[config.mk]
export PLATFORM = sky130hd
export DESIGN_NAME = gated_score_state_classifier
export DESIGN_NICKNAME = d
export VERILOG_FILES = /design/src/sv/gsc_pkg.sv /design/src/sv/gsc_score.sv /design/src/sv/gsc_argmax.sv /design/src/sv/gsc_gate.sv /design/src/sv/gated_score_state_classifier.sv
export SDC_FILE = /design/constraint.sdc
export NUM_CORES = 2
export LEC_CHECK = 0
export BUFFER_PORTS_ARGS = -buffer_cell sky130_fd_sc_hd__buf_4
export CORE_ASPECT_RATIO = 1.2
export CORE_UTILIZATION = 55
export DETAILED_ROUTE_END_ITERATION = 6
export PLACE_DENSITY = 0.73
export SLEW_MARGIN = 25
export SYNTH_ARGS = -nofsm -noshare
export SYNTH_HDL_FRONTEND = slang
export SYNTH_HIERARCHICAL = 1
export SYNTH_SLANG_ARGS = --single-unit
[constraint.sdc]
create_clock -name clk_i -period 44.6 [get_ports clk_i]
set_input_delay 8.92 -clock clk_i [delete_from_list [all_inputs] [get_ports clk_i]]
set_output_delay 8.92 -clock clk_i [all_outputs]
set_load 0.01 [all_outputs]
[src/sv/gsc_pkg.sv]
// gsc_pkg: shared types, constants and the reach table for the
// gated score state classifier; no dependencies
`timescale 1ns / 1ps

package gsc_pkg;

  localparam int NUM_STATES    = 8;
  localparam int NUM_EVID      = 6;
  localparam int STATE_W       = 3;
  localparam int EVID_W        = 16;
  localparam int REG_W         = 17;
  localparam int RAW_W         = 18;
  localparam int SCORE_W       = 19;
  localparam int PHASE_W       = 3;
  localparam int CFG_IDX_W     = 3;
  localparam int FRAC_BITS_DEF = 16;

  typedef enum logic [STATE_W-1:0] {
    ST_IDLE        = 3'd0,
    ST_WALL_FORM   = 3'd1,
    ST_ABSORBING   = 3'd2,
    ST_EXHAUSTING  = 3'd3,
    ST_WITHDRAWING = 3'd4,
    ST_BREAKING    = 3'd5,
    ST_REFILLING   = 3'd6,
    ST_STABILIZING = 3'd7
  } gsc_state_e;

  typedef enum logic [PHASE_W-1:0] {
    PH_FORMING   = 3'd0,
    PH_ACTIVE    = 3'd1,
    PH_DEPLETING = 3'd2,
    PH_REFILLING = 3'd3,
    PH_WITHDRAWN = 3'd4,
    PH_FAILED    = 3'd5
  } wall_phase_e;

  typedef enum logic [CFG_IDX_W-1:0] {
    CFG_IDLE_EXIT    = 3'd0,
    CFG_SWITCH_MARG  = 3'd1,
    CFG_IDLE_BASE    = 3'd2,
    CFG_FORMING_BASE = 3'd3,
    CFG_LIFE_GAIN    = 3'd4,
    CFG_STAY_BONUS   = 3'd5
  } cfg_idx_e;

  typedef logic [STATE_W-1:0] state_idx_t;
  typedef logic [EVID_W-1:0]  evid_t;
  typedef logic [REG_W-1:0]   reg_t;
  typedef logic [RAW_W-1:0]   raw_t;
  typedef logic [SCORE_W-1:0] score_t;

  typedef evid_t  [NUM_EVID-1:0]   evid_vec_t;
  typedef raw_t   [NUM_STATES-1:0] raw_vec_t;
  typedef score_t [NUM_STATES-1:0] score_vec_t;

  typedef struct packed {
    reg_t leave_idle_min;
    reg_t switch_margin;
    reg_t idle_base;
    reg_t forming_base;
    reg_t lifecycle_gain;
    reg_t stay_bonus;
  } cfg_t;

  typedef struct packed {
    state_idx_t new_state;
    logic       state_changed;
    score_t     top_score;
    state_idx_t second_state;
    score_t     second_score;
    reg_t       confidence;
  } result_t;

  // bit i set: state i reachable from the indexing state
  localparam logic [NUM_STATES-1:0] REACH [NUM_STATES] = '{
    8'h03, 8'h37, 8'h3F, 8'hAF, 8'h71, 8'hE1, 8'hE1, 8'h87
  };

endpackage

[src/sv/gsc_score.sv]
// gsc_score: raw scores, wall gating, lifecycle boost, reach mask and stay bonus
// depends on gsc_pkg
`timescale 1ns / 1ps

module gsc_score
  import gsc_pkg::*;
(
  input  evid_vec_t  evid_i,
  input  logic       wall_i,
  input  logic [PHASE_W-1:0] phase_i,
  input  state_idx_t prev_i,
  input  cfg_t       cfg_i,
  output raw_vec_t   raw_o,
  output score_vec_t score_o
);

  raw_vec_t pre;
  raw_t     gain;

  assign gain = RAW_W'(cfg_i.lifecycle_gain);

  always_comb begin
    pre    = '0;
    pre[0] = RAW_W'(cfg_i.idle_base);
    if (wall_i) begin
      pre[ST_WALL_FORM] = RAW_W'(cfg_i.forming_base);
      for (int i = 0; i < NUM_EVID; i++) begin
        pre[i + 2] = RAW_W'(evid_i[i]);
      end
      case (phase_i)
        PH_FORMING:   pre[ST_WALL_FORM]   = pre[ST_WALL_FORM] + gain;
        PH_REFILLING: pre[ST_REFILLING]   = pre[ST_REFILLING] + gain;
        PH_WITHDRAWN: pre[ST_WITHDRAWING] = pre[ST_WITHDRAWING] + gain;
        PH_FAILED:    pre[ST_BREAKING]    = pre[ST_BREAKING] + gain;
        default:      ;
      endcase
    end
  end

  always_comb begin
    for (int i = 0; i < NUM_STATES; i++) begin
      raw_o[i]   = REACH[prev_i][i] ? pre[i] : '0;
      score_o[i] = SCORE_W'(raw_o[i]);
      if (prev_i == STATE_W'(i)) begin
        score_o[i] = SCORE_W'(raw_o[i]) + SCORE_W'(cfg_i.stay_bonus);
      end
    end
  end

endmodule

[src/sv/gsc_argmax.sv]
// gsc_argmax: winner and runner-up over eight scores, low index wins ties
// depends on gsc_pkg
`timescale 1ns / 1ps

module gsc_argmax
  import gsc_pkg::*;
(
  input  score_vec_t score_i,
  output state_idx_t best_o,
  output state_idx_t second_o
);

  state_idx_t best;
  state_idx_t second;

  always_comb begin
    best   = '0;
    second = '0;
    for (int i = 1; i < NUM_STATES; i++) begin
      if (score_i[i] > score_i[best]) begin
        second = best;
        best   = STATE_W'(i);
      end else if (score_i[i] > score_i[second] || second == best) begin
        second = STATE_W'(i);
      end
    end
  end

  assign best_o   = best;
  assign second_o = second;

endmodule

[src/sv/gsc_gate.sv]
// gsc_gate: idle exit and switch margin gates, confidence clamp
// depends on gsc_pkg
`timescale 1ns / 1ps

module gsc_gate
  import gsc_pkg::*;
#(
  parameter int FRAC_BITS = FRAC_BITS_DEF
) (
  input  state_idx_t prev_i,
  input  state_idx_t best_i,
  input  state_idx_t second_i,
  input  raw_vec_t   raw_i,
  input  score_vec_t score_i,
  input  cfg_t       cfg_i,
  output result_t    result_o
);

  localparam int CW = (FRAC_BITS + 1 > SCORE_W) ? FRAC_BITS + 1 : SCORE_W;
  localparam logic [CW-1:0] ONE = CW'(1) << FRAC_BITS;

  state_idx_t     win_idle;
  state_idx_t     win;
  score_t         lead_need;
  score_t         diff;
  logic [CW-1:0]  diff_w;
  logic [CW-1:0]  conf_w;

  always_comb begin
    win_idle = best_i;
    if (prev_i == ST_IDLE && best_i != ST_IDLE &&
        score_i[best_i] < SCORE_W'(cfg_i.leave_idle_min)) begin
      win_idle = ST_IDLE;
    end
    lead_need = SCORE_W'(raw_i[prev_i]) + SCORE_W'(cfg_i.switch_margin);
    win = win_idle;
    if (win_idle != prev_i && SCORE_W'(raw_i[win_idle]) < lead_need) begin
      win = prev_i;
    end
  end

  always_comb begin
    diff   = (score_i[best_i] >= score_i[second_i]) ?
             score_i[best_i] - score_i[second_i] : '0;
    diff_w = CW'(diff);
    conf_w = (diff_w > ONE) ? ONE : diff_w;
  end

  always_comb begin
    result_o.new_state     = win;
    result_o.state_changed = (win != prev_i);
    result_o.top_score     = score_i[best_i];
    result_o.second_state  = second_i;
    result_o.second_score  = score_i[second_i];
    result_o.confidence    = conf_w[REG_W-1:0];
  end

endmodule

[src/sv/gated_score_state_classifier.sv]
// gated_score_state_classifier: top level, input and result registers, regime state
// depends on gsc_pkg, gsc_score, gsc_argmax, gsc_gate
`timescale 1ns / 1ps

// usage
//   input channel: in_valid_i with the six evidence scores, wall_present_i and
//   wall_phase_i; the block raises in_stall_o to hold an item back
//   result channel: out_valid_o with one result item per input item; the
//   receiver raises out_stall_i to hold the result, which stays unchanged
//   config: write cfg_wdata_i to register cfg_idx_i while cfg_we_i is high,
//   only with no item in flight; indexes 6 and 7 are ignored
//   path: an accepted item is held in the input register and scored from it;
//   its result enters the result register and is offered on the result channel
//   throughput: one item per cycle unless the result is stalled; scoring,
//   argmax and gates are combinational between the input register and the
//   result register, and the regime state updates as each item is scored
//   stall: a stalled result holds; the input register still takes one more
//   item, after which in_stall_o follows out_stall_i
//   reset: regime state returns to idle, all config registers to zero,
//   both registers empty

module gated_score_state_classifier
  import gsc_pkg::*;
#(
  parameter int FRAC_BITS = FRAC_BITS_DEF
) (
  input  logic                 clk_i,
  input  logic                 rst_ni,
  input  logic                 cfg_we_i,
  input  logic [CFG_IDX_W-1:0] cfg_idx_i,
  input  logic [REG_W-1:0]     cfg_wdata_i,
  input  logic                 in_valid_i,
  output logic                 in_stall_o,
  input  logic [EVID_W-1:0]    absorption_i,
  input  logic [EVID_W-1:0]    exhaustion_i,
  input  logic [EVID_W-1:0]    withdrawal_i,
  input  logic [EVID_W-1:0]    breakout_i,
  input  logic [EVID_W-1:0]    refill_i,
  input  logic [EVID_W-1:0]    stabilization_i,
  input  logic                 wall_present_i,
  input  logic [PHASE_W-1:0]   wall_phase_i,
  output logic                 out_valid_o,
  input  logic                 out_stall_i,
  output logic [STATE_W-1:0]   new_state_o,
  output logic                 state_changed_o,
  output logic [SCORE_W-1:0]   top_score_o,
  output logic [STATE_W-1:0]   second_state_o,
  output logic [SCORE_W-1:0]   second_score_o,
  output logic [REG_W-1:0]     confidence_o
);

  cfg_t               cfg_q, cfg_d;
  state_idx_t         state_q;
  logic               in_valid_q, in_valid_d;
  logic               out_valid_q, out_valid_d;
  evid_vec_t          evid_q;
  logic               wall_q;
  logic [PHASE_W-1:0] phase_q;
  result_t            result_q;

  logic       in_accept;
  logic       out_free;
  logic       fire;
  raw_vec_t   raw;
  score_vec_t score;
  state_idx_t best;
  state_idx_t second;
  result_t    result;

  assign out_free   = !out_valid_q || !out_stall_i;
  assign fire       = in_valid_q && out_free;
  assign in_stall_o = in_valid_q && !out_free;
  assign in_accept  = in_valid_i && !in_stall_o;

  always_comb begin
    cfg_d = cfg_q;
    if (cfg_we_i) begin
      unique case (cfg_idx_i)
        CFG_IDLE_EXIT:    cfg_d.leave_idle_min = cfg_wdata_i;
        CFG_SWITCH_MARG:  cfg_d.switch_margin  = cfg_wdata_i;
        CFG_IDLE_BASE:    cfg_d.idle_base      = cfg_wdata_i;
        CFG_FORMING_BASE: cfg_d.forming_base   = cfg_wdata_i;
        CFG_LIFE_GAIN:    cfg_d.lifecycle_gain = cfg_wdata_i;
        CFG_STAY_BONUS:   cfg_d.stay_bonus     = cfg_wdata_i;
        default:          ;
      endcase
    end
  end

  always_comb begin
    in_valid_d = in_valid_q;
    if (fire) begin
      in_valid_d = 1'b0;
    end
    if (in_accept) begin
      in_valid_d = 1'b1;
    end
    out_valid_d = fire || (out_valid_q && out_stall_i);
  end

  always_ff @(posedge clk_i or negedge rst_ni) begin
    if (!rst_ni) begin
      cfg_q       <= '0;
      state_q     <= ST_IDLE;
      in_valid_q  <= 1'b0;
      out_valid_q <= 1'b0;
    end else begin
      cfg_q       <= cfg_d;
      in_valid_q  <= in_valid_d;
      out_valid_q <= out_valid_d;
      if (fire) begin
        state_q <= result.new_state;
      end
    end
  end

  always_ff @(posedge clk_i) begin
    if (in_accept) begin
      evid_q  <= {stabilization_i, refill_i, breakout_i,
                  withdrawal_i, exhaustion_i, absorption_i};
      wall_q  <= wall_present_i;
      phase_q <= wall_phase_i;
    end
    if (fire) begin
      result_q <= result;
    end
  end

  gsc_score u_score (
    .evid_i  (evid_q),
    .wall_i  (wall_q),
    .phase_i (phase_q),
    .prev_i  (state_q),
    .cfg_i   (cfg_q),
    .raw_o   (raw),
    .score_o (score)
  );

  gsc_argmax u_argmax (
    .score_i  (score),
    .best_o   (best),
    .second_o (second)
  );

  gsc_gate #(
    .FRAC_BITS (FRAC_BITS)
  ) u_gate (
    .prev_i   (state_q),
    .best_i   (best),
    .second_i (second),
    .raw_i    (raw),
    .score_i  (score),
    .cfg_i    (cfg_q),
    .result_o (result)
  );

  assign out_valid_o     = out_valid_q;
  assign new_state_o     = result_q.new_state;
  assign state_changed_o = result_q.state_changed;
  assign top_score_o     = result_q.top_score;
  assign second_state_o  = result_q.second_state;
  assign second_score_o  = result_q.second_score;
  assign confidence_o    = result_q.confidence;

`ifndef SYNTHESIS
  a_state_tracks_result: assert property (@(posedge clk_i) disable iff (!rst_ni)
    fire |=> state_q == new_state_o)
    else $error("regime state differs from last result");

  a_state_holds: assert property (@(posedge clk_i) disable iff (!rst_ni)
    !fire |=> $stable(state_q))
    else $error("regime state changed without an item");

  a_pending_item_kept: assert property (@(posedge clk_i) disable iff (!rst_ni)
    in_valid_q && !out_free |=> in_valid_q && $stable(evid_q))
    else $error("pending item lost while result stalled");
`endif

endmodule
==> flow_summary.toml <==
[outcome]
status = "finished with violations"
violations = "DRC"

[placed_design]
io_buffer_count = 188
place_worst_setup_slack_ns = 13.10
dpl.hpwl_um = 146000
routabilityCongestion = 1.080

[cts]
clock_path_buffers = 3
postCtsHoldBufs = 0
worstSkewPairLatency_ns = 0.65
h-tree-depth = 1
cts_buffers = 30
cts_resized = 0
cts_tree = "built"
postCtsSetupRepairBufs = 0
path_clk_slew_ns = 0.07
cts-root-buf = "clkbuf_16"
cts_sinks = 269

[route]
drcViolationCount = 1
drt_iter0_drc = 6514
antenna_left = 0
via_per_inst = 7.349
avgRoutedWirePerCell_um = 33.40
wl_um = 199200
dr.pass1.iters = 7
vias = 43830

[floorplan]
row_count = 109
die_h_um = 301.9
io-pin-count = 189
core-area_um2 = 73920
dieArea_um2 = 76060
die_w_um = 251.9
start_util_pct = 55.77

[setup_path]
startpoint = "cfg_q[17]$_DFFE_PN0P_"
crit_buf_inv = 6
critPathKind = "reg -> reg"
r2r-start = "cfg_q[17]$_DFFE_PN0P_"
crit_family = "compound AO/OA/AOI/OAI gates"
slowest_stage = "a221oi_2"
cp_max_fo = 62
cp-end-kind = "flip-flop"
startpoint_type = "flip-flop"
worst_path_most_repeated_cell = "ha_1"
required_ns = 45.13
critPathArrivalTime_ns = 34.04
cpPeakStageDelay_ns = 1.01

[grt]
track_usage_pct = 51.10
grt_start_max_net_pins = 76
first_global_vias = 40540
grt_pass1_wl_um = 279900
grt_overflow_total = 0
antenna_found_initial = 12

[synth]
async_flop_share_pct = 39.78
synth-edff-count = 162
synth_cell_types = 112
yosys.area.top_type_share_pct = 15.78
synth_area_leader_cell = "ha_1"
synth_mux_area_share_pct = 18.14
synthCells = 4815
synth_commonest_cells = "ha_1, nand2_1, a21oi_1, o21ai_0, nor2_1"
synth_area_um2 = 41230
synthAdderAreaFrac_pct = 16.46
ys_seq_elements = 269
synth_ff_type = "edfxtp_1"
synthTopCellsByArea = "ha_1, edfxtp_1, mux2i_1"
synth-simple-area-share_pct = 15.24
synth_most_common_cell = "ha_1"
yosysSeqAreaShare_pct = 18.29
synth_area_per_cell_um2 = 8.562
synth_top_family_by_area = "compound AO/OA/AOI/OAI gates"
yosysWarnings = 6
synth_xor_area_share_pct = 3.800
synth_compound_area_share_pct = 22.91

[timing]
rsz0062_at_grt = "no"
tightest_slew_ns = 1.259
hold_violations = 0
setup_tns_ns = 0
max_freq_mhz = 29.84
setup_viol = 0
fin_crit_ns = 33.51
slew_headroom_pct = 15.91
setup_ws_ns = 11.09
drv_slew = 0
skew_ns = 0.04837
fin_crit_sh_pct = 75.13

[finish]
drive_gt1_share_pct = 16.96
area_growth_pct = 9.770
layout.nets = 5588

[job]
max_cap_viol_count = 0

[hold_path]
hold_start = "in_valid_q$_DFFE_PN0P_"
hold_path_class = "reg -> reg"
[state kept, by name (all words and copies together), names as in the netlist]
name,flops
top_score_o,19
wall_q,1
in_valid_q,1
new_state_o,3
out_valid_o,1
state_q,3
cfg_q,102
confidence_o,17
evid_q,96
second_score_o,19
phase_q,3
state_changed_o,1
second_state_o,3
[cell usage in the layout, fill, tap and decap left out, types with 105 or more instances in the layout]
| cell type | synthesis | layout |
|---|---|---|
| mux2_2 | 172 | 172 |
| nand2_1 | 506 | 504 |
| mux2i_1 | 275 | 274 |
| buf_4 | 42 | 377 |
| ha_1 | 520 | 520 |
| o21ai_0 | 317 | 289 |
| a21oi_1 | 376 | 370 |
| nand3_1 | 105 | 105 |
| inv_1 | 171 | 171 |
| nor2_1 | 305 | 302 |
| dfrtp_1 | 107 | 105 |
| edfxtp_1 | 162 | 162 |
| mux4_2 | 115 | 115 |
[cells by family after synthesis]
logic type / after synthesis
xor+xnor: 178
fa+ha+maj: 534
other cells: 1
simple gates: 1335
flops: 269
buf+inv: 477
mux: 575
compound gates: 1446
[metrics by stage]
step,std cells,utilization [%],hold slack (ns),cell area [um^2]
floorplan,4825,-,0.4436,41260
global placement,5896,59.72,0.4803,44150
detailed placement,5896,59.74,0.4699,44160
CTS,5952,61.14,0.4944,45200
global route,5952,61.18,0.5248,45220
finish,5964,61.22,0.4963,45250
[worst paths after layout]
kind,end,depth (start not counted),slack [ns]
max in group asynchronous,cfg_q[11]$_DFFE_PN0P_,2,35.01
min,out_valid_o$_DFF_PN0_,1,0.50
max,state_q[1]$_DFFE_PN0P_,103,11.09
min in group asynchronous,cfg_q[76]$_DFFE_PN0P_,1,8.29
min reg2reg,out_valid_o$_DFF_PN0_,1,0.50
max reg2reg,state_q[1]$_DFFE_PN0P_,103,11.09
[worst register-to-register path, delay by kind of cell, from the launching register on]
family                   cells  cell delay, ns
buffers and inverters        6            2.84
AND/OR/NAND/NOR             26            8.98
multiplexers                 7            2.66
adder cells (fa/ha/maj)     12            4.02
AO/OA/AOI/OAI               50           14.05
XOR/XNOR                     2            0.33
flip-flops                   1            0.51
[metal layers]
metal	vias to the layer above	share of wire [%]	global-route usage, %
met5	-	0.036	0
met4	8	13	53.51
met3	1282	13	16.62
met2	3526	41	74.68
met1	20560	33	56.95
li1	18450	-	-
[cell type report]
cell class	count	area [um^2]
clock inverter	23	252.7
multi-input combinational	4079	31920
antenna	12	30.03
tap	999	1250
inverter	172	645.6
clock buffer	33	783.3
sequential	269	7545
fill	6629	28670
timing repair buffer	377	2830
Power is left out: the tool's default activity adds up to more than one toggle a clock period on the data nets, which glitch-free logic cannot reach.
